===== config.mk =====
export PLATFORM = sky130hd
export DESIGN_NAME = flpw_ctrl
export DESIGN_NICKNAME = d
export VERILOG_FILES = /design/src/rtl/flash_log_page_writer_top_defines.svh /design/src/rtl/flpw_pkg.sv /design/src/rtl/flpw_ctrl.sv
export SDC_FILE = /design/constraint.sdc
export NUM_CORES = 1
export LEC_CHECK = 0
export BUFFER_PORTS_ARGS = -buffer_cell sky130_fd_sc_hd__buf_2
export CAP_MARGIN = 0
export CORE_AREA = 2 2 39 41
export CTS_CLUSTER_SIZE = 24
export DETAILED_ROUTE_END_ITERATION = 12
export DIE_AREA = 0 0 41 43
export SYNTH_ARGS = -nofsm -noshare
export SYNTH_HDL_FRONTEND = slang
export SYNTH_SLANG_ARGS = --single-unit

===== constraint.sdc =====
create_clock -name clk -period 1.88 [get_ports clk]
set_input_delay 0.564 -clock clk [delete_from_list [all_inputs] [get_ports clk]]
set_output_delay 0.564 -clock clk [all_outputs]
set_load 0.005 [all_outputs]

===== src/rtl/flash_log_page_writer_top_defines.svh =====
`ifndef FLASH_LOG_PAGE_WRITER_TOP_DEFINES_SVH
`define FLASH_LOG_PAGE_WRITER_TOP_DEFINES_SVH

// check that holds in the same cycle as its trigger
`define FLPW_ASSERT_SAME(label, ante, cons, msg) \
  label: assert property (@(posedge clk) disable iff (!rst_n) (ante) |-> (cons)) \
    else $error(msg);

// check that holds in the cycle after its trigger
`define FLPW_ASSERT_NEXT(label, ante, cons, msg) \
  label: assert property (@(posedge clk) disable iff (!rst_n) (ante) |=> (cons)) \
    else $error(msg);

`endif


===== src/rtl/flpw_pkg.sv =====
`timescale 1ns / 1ps
`default_nettype none

package flpw_pkg;

  localparam int ADDR_W     = 25;
  localparam int CFG_IDX_W  = 2;
  localparam int CFG_DATA_W = 25;
  localparam int REQ_W      = 3;
  localparam int CMD_W      = 2;

  // request codes
  localparam logic [REQ_W-1:0] REQ_START     = 3'd0;
  localparam logic [REQ_W-1:0] REQ_DATA      = 3'd1;
  localparam logic [REQ_W-1:0] REQ_SYNC      = 3'd2;
  localparam logic [REQ_W-1:0] REQ_READ_DONE = 3'd3;
  localparam logic [REQ_W-1:0] REQ_PAGE_READ = 3'd4;

  // flash commands
  localparam logic [CMD_W-1:0] CMD_NONE    = 2'd0;
  localparam logic [CMD_W-1:0] CMD_ERASE   = 2'd1;
  localparam logic [CMD_W-1:0] CMD_PROGRAM = 2'd2;

  // configuration register indexes
  localparam logic [CFG_IDX_W-1:0] CFG_PAGE_BYTES   = 2'd0;
  localparam logic [CFG_IDX_W-1:0] CFG_SECTOR_SHIFT = 2'd1;
  localparam logic [CFG_IDX_W-1:0] CFG_TOTAL_BYTES  = 2'd2;

  localparam logic [8:0]        PAGE_BYTES_RST   = 9'd256;
  localparam logic [4:0]        SECTOR_SHIFT_RST = 5'd12;
  localparam logic [ADDR_W-1:0] TOTAL_BYTES_RST  = 25'd2097152;
  localparam logic [4:0]        SHIFT_MIN        = 5'd8;
  localparam logic [4:0]        SHIFT_MAX        = 5'd16;

  typedef enum logic [1:0] {
    PH_IDLE    = 2'd0,
    PH_ERASE   = 2'd1,
    PH_PROGRAM = 2'd2,
    PH_RETRY   = 2'd3
  } flpw_phase_t;

  typedef enum logic [1:0] {
    ST_IDLE,
    ST_EXEC,
    ST_COPY,
    ST_FLUSH
  } flpw_state_t;

  typedef struct packed {
    logic capture;
    logic exec;
    logic copy_step;
    logic finish;
  } flpw_cmd_t;

  typedef struct packed {
    logic copy_start;
    logic copy_last;
  } flpw_sts_t;

endpackage

`default_nettype wire


===== src/rtl/flpw_ctrl.sv =====
`timescale 1ns / 1ps
`default_nettype none

module flpw_ctrl (
  input  wire logic                 clk,
  input  wire logic                 rst_n,
  input  wire logic                 in_valid,
  output logic                      in_stall,
  output logic                      out_valid,
  input  wire logic                 out_stall,
  input  wire flpw_pkg::flpw_sts_t  sts,
  output flpw_pkg::flpw_cmd_t       cmd
);
  import flpw_pkg::*;

  flpw_state_t state_r, state_nxt;
  logic        out_valid_r, out_valid_nxt;
  logic        slot_free;

  // output slot is free now or is emptied at this edge
  assign slot_free = !out_valid_r || !out_stall;

  always_ff @(posedge clk) begin
    if (!rst_n) begin
      state_r     <= ST_IDLE;
      out_valid_r <= 1'b0;
    end else begin
      state_r     <= state_nxt;
      out_valid_r <= out_valid_nxt;
    end
  end

  always_comb begin
    state_nxt = state_r;
    cmd       = '0;
    case (state_r)
      ST_IDLE: begin
        if (in_valid && slot_free) begin
          cmd.capture = 1'b1;
          state_nxt   = ST_EXEC;
        end
      end
      ST_EXEC: begin
        cmd.exec = 1'b1;
        if (sts.copy_start) begin
          state_nxt = ST_COPY;
        end else begin
          cmd.finish = 1'b1;
          state_nxt  = ST_IDLE;
        end
      end
      ST_COPY: begin
        cmd.copy_step = 1'b1;
        if (sts.copy_last) begin
          state_nxt = ST_FLUSH;
        end
      end
      ST_FLUSH: begin
        // last page byte lands in the buffer here
        cmd.finish = 1'b1;
        state_nxt  = ST_IDLE;
      end
      default: begin
        state_nxt = ST_IDLE;
      end
    endcase
  end

  always_comb begin
    out_valid_nxt = out_valid_r;
    if (cmd.finish) begin
      out_valid_nxt = 1'b1;
    end else if (out_valid_r && !out_stall) begin
      out_valid_nxt = 1'b0;
    end
  end

  assign in_stall  = !((state_r == ST_IDLE) && slot_free);
  assign out_valid = out_valid_r;

endmodule

`default_nettype wire


# --- Yosys cells after proc, flatten, opt, wreduce, memory -nomap -nowiden ---
# Index checks and enable logic that the tools add are counted.
classes:
  n_eq_ne: 5
  mux: 12
  reduce_logical: 10
op_table:
  columns: ["op", "n"]
  rows:
  - ["$pmux 2 s4", 1]
  - ["$mux 1", 7]
  - ["$mux 2", 3]
  - ["$eq 2x2->1 const B", 2]
  - ["$ne 2x2->1 const B", 2]
  - ["$logic_and 1x1->1", 3]
  - ["$logic_not 1->1", 3]
  - ["$eq 2x1->1 const B", 1]
  - ["$logic_not 2->1", 1]
  - ["$pmux 1 s2", 1]
  - ["$reduce_and 2->1", 1]
  - ["$reduce_bool 2->1", 1]
  - ["$logic_or 1x1->1", 1]
word_totals:
  register_bits: 3
  in_bits: 6
  out_inout_bits: 6
  word_cells: 29

# --- Longest topological paths before layout ---
depth:
  depth_word: 5
  depth_mapped: 3
  depth_no_buf: 3

# --- Worst setup path after synthesis ---
# OpenSTA, ideal clock, no wires.
synth_timing:
  path_type: "input to output"
  start: "in out_stall"
  end: "out cmd[3] (netlist bit)"
  arrival_time_ps: 1147
  setup_slack_ps: 169
  cell_stages: 3
  n_path_buf: 0
  cell_sequence: "and2_4 > or3_4 > nor2_1"
synth_lines:
  columns: ["item", "line_no", "rtl"]
  rows:
  - ["start: declaration", "flpw_ctrl.sv:10", "input wire logic out_stall,"]
  - ["end: declaration", "flpw_ctrl.sv:12", "output flpw_pkg::flpw_cmd_t cmd"]

==> impl_metrics.toml <==
[routing]
routed-wl-met3_um = 55
vias = 164
wl_um = 347
highest_layer = "met3"
first_iter_violations = 2
wl_met2_um = 165
drcViolationCount = 0
via_per_inst = 3.35
final_antenna_net_count = 0
met1_length_um = 127
drtPass1Iterations = 4
wl_per_cell_um = 7.08

[synthesis]
syn_inst = 18
ys_seq_area_frac = 0.378
synth_edf_count = 0
synth.avg_cell_area_sq_um = 8.83
synthArstFlopShare = 0
yosys-top-cells-area = "dfxtp_1 38%, nor2b_1 7.9%, or3_4 7.1%"
synth_seq_cells = 3
synthDistinctLibCells = 14
synthTopCellsByCount = "3 x dfxtp_1, 2 x inv_1, 2 x nor2b_1"
synth_top_area_cell = "dfxtp_1"
syn_nets = 24
yosys_warnings = 0
synth.most_common_cell = "dfxtp_1"
syn_area_sq_um = 159
synth_ff_type = "dfxtp_1"
yosysTopAreaCellShare = 0.378

[timing]
grt_setup_unrepaired = "yes"
setup_ws_ps = 16.3
max_slew_margin = 0.834
setup_viol = 0
worstMarginPinSlew_ps = 247
finalCriticalPeriod_ps = 1860
min_period_over_period = 0.991
holdWs_ps = 478
final_hold_viol_count = 0
max_freq_mhz = 537
clock_skew_ps = 0.404
slew_violations = 0
finalSetupTns_ps = 0

[critical_path]
path_max_fanout = 2
cp.arrival_ps = 1300
crit_slowest_cell = "or3_4"
worst-endpoint-required_ps = 1320
critPathKind = "primary input to primary output"
critPathCaptureType = "primary output"
start_kind = "primary input"
cp_top_family = "simple AND/OR/NAND/NOR gates"
path_cells = "buf_6, and2_4, or3_4, nor2_1, buf_2"
max_stage_delay_ps = 320
cp.buffers_inverters = 2

[place]
place_worst_setup_slack_ps = 2.15
io_buffer_count = 11
gp_congestion = 0.576

[worst_hold_path]
hold_path_class = "register to register"

[power_and_ir_drop]
vdd_drop_max_mv = 0.174
p_leak_uw = 0.000133
report.power.total_uw = 218
powerDensity_nw_per_um2 = 816

[finish]
syn2layout_area_growth_pct = 67.7
final_util = 0.193
diodes = 0
fin_nets = 40
final_layout_size_suffix_gt1_frac = 0.515
nFillCells = 155

[global_route]
grt_pass1_vias = 159
grt-ovfl-total = 0
grt_usage = 0.0481
antenna_found_initial = 0
grt_pass1_wl_um = 503
grt_max_degree = 7

[floorplan]
die_x_um = 41
start_util = 0.115
die-area_sq_um = 1760
pin_count = 12
die_h_um = 43
fp-row-count = 14
core_area_sq_um = 1380

[run]
max_cap_viol_count = 0

[clock_network]
root_buffer = "clkbuf_4"
ctsHtreeMaxLevel = 1
ctsHoldBuffers = 0
cts_buffer_depth = 2
clkSlewWorstSetupHoldPaths_ps = 40
cts_made_buffers = 3
cts_tree = "done"
insertion_delay_ps = 230
clock_sinks = 3

[outcome]
status = "finished clean"
==> metrics by stage <==
step / std cells / cell area [sq um]
final: 49 / 267
after global routing: 49 / 267
after CTS: 49 / 260
after detailed placement: 45 / 234
after global placement: 45 / 234
after floorplan: 18 / 159
==> layout by cell type, fill, tap and decap left out <==
| master | netlist | routed |
|---|---|---|
| clkbuf_1 | 0 | 1 |
| inv_1 | 2 | 2 |
| nand2_1 | 1 | 1 |
| nor3b_1 | 1 | 1 |
| o21a_1 | 1 | 1 |
| a21boi_0 | 1 | 1 |
| a21oi_1 | 1 | 1 |
| and2b_1 | 1 | 1 |
| dfxtp_1 | 3 | 3 |
| nor2_1 | 1 | 1 |
| buf_4 | 1 | 1 |
| o31a_1 | 1 | 1 |
| nor2b_1 | 2 | 2 |
| buf_2 | 0 | 10 |
| clkbuf_4 | 0 | 3 |
| buf_6 | 0 | 1 |
| or3_4 | 1 | 1 |
| and2_4 | 1 | 1 |
==> power by group <==
group / total [uW] / switching (uW) / internal [uW] / leakage (uW)
logic: 35.6 / 12.7 / 22.8 / 0.0000937
registers: 71.4 / 3.44 / 67.9 / 0.0000246
clock network: 111 / 31.2 / 79.4 / 0.0000150
==> cell type report <==
class / instances / area (sq um) / share of cell area
sequential: 3 / 60.1 / 0.225
multi-input combinational: 12 / 83.8 / 0.315
clock buffer: 4 / 26.3 / 0.0986
tap: 16 / 20.0 / 0.0751
inverter: 2 / 7.51 / 0.0282
timing repair buffer: 12 / 68.8 / 0.258
==> routing by layer <==
layer  vias up  track usage
met5         -            0
met4         0       0.0600
met3         0       0.0314
met2         8       0.0656
met1        69       0.0385
li1         87            -
==> kinds of logic after synthesis <==
| kind of cell | count (synthesis) | synth area share |
|---|---|---|
| AO/OA/AOI/OAI | 4 | 0.181 |
| flip-flops | 3 | 0.378 |
| buffers and inverters | 3 | 0.0945 |
| AND/OR/NAND/NOR | 8 | 0.346 |
==> worst reg2reg max path, stage by stage (launching register included) <==
cell and delay, ps:
dfxtp_1 300, and2_4 130, buf_4 120, o31a_1 230, nor3b_1 160
==> final timing paths <==
| check | endpoint | cells after the start | slack, ps | from |
|---|---|---|---|---|
| max reg2reg | state_r[0] | 4 | 860 | out_valid |
| min reg2reg | state_r[0] | 1 | 480 | state_r[0] |
| min | state_r[0] | 1 | 480 | state_r[0] |
| max | cmd[3] | 5 | 20 | out_stall |
==> timing repair <==
| item | 4_1_cts | 5_1_grt |
|---|---|---|
| endpoints found under the setup margin | 0 | 1 |
| setup buffers | 0 | 0 |
| gates resized for setup | 0 | 1 |
Power figures use the tool's default switching activity.
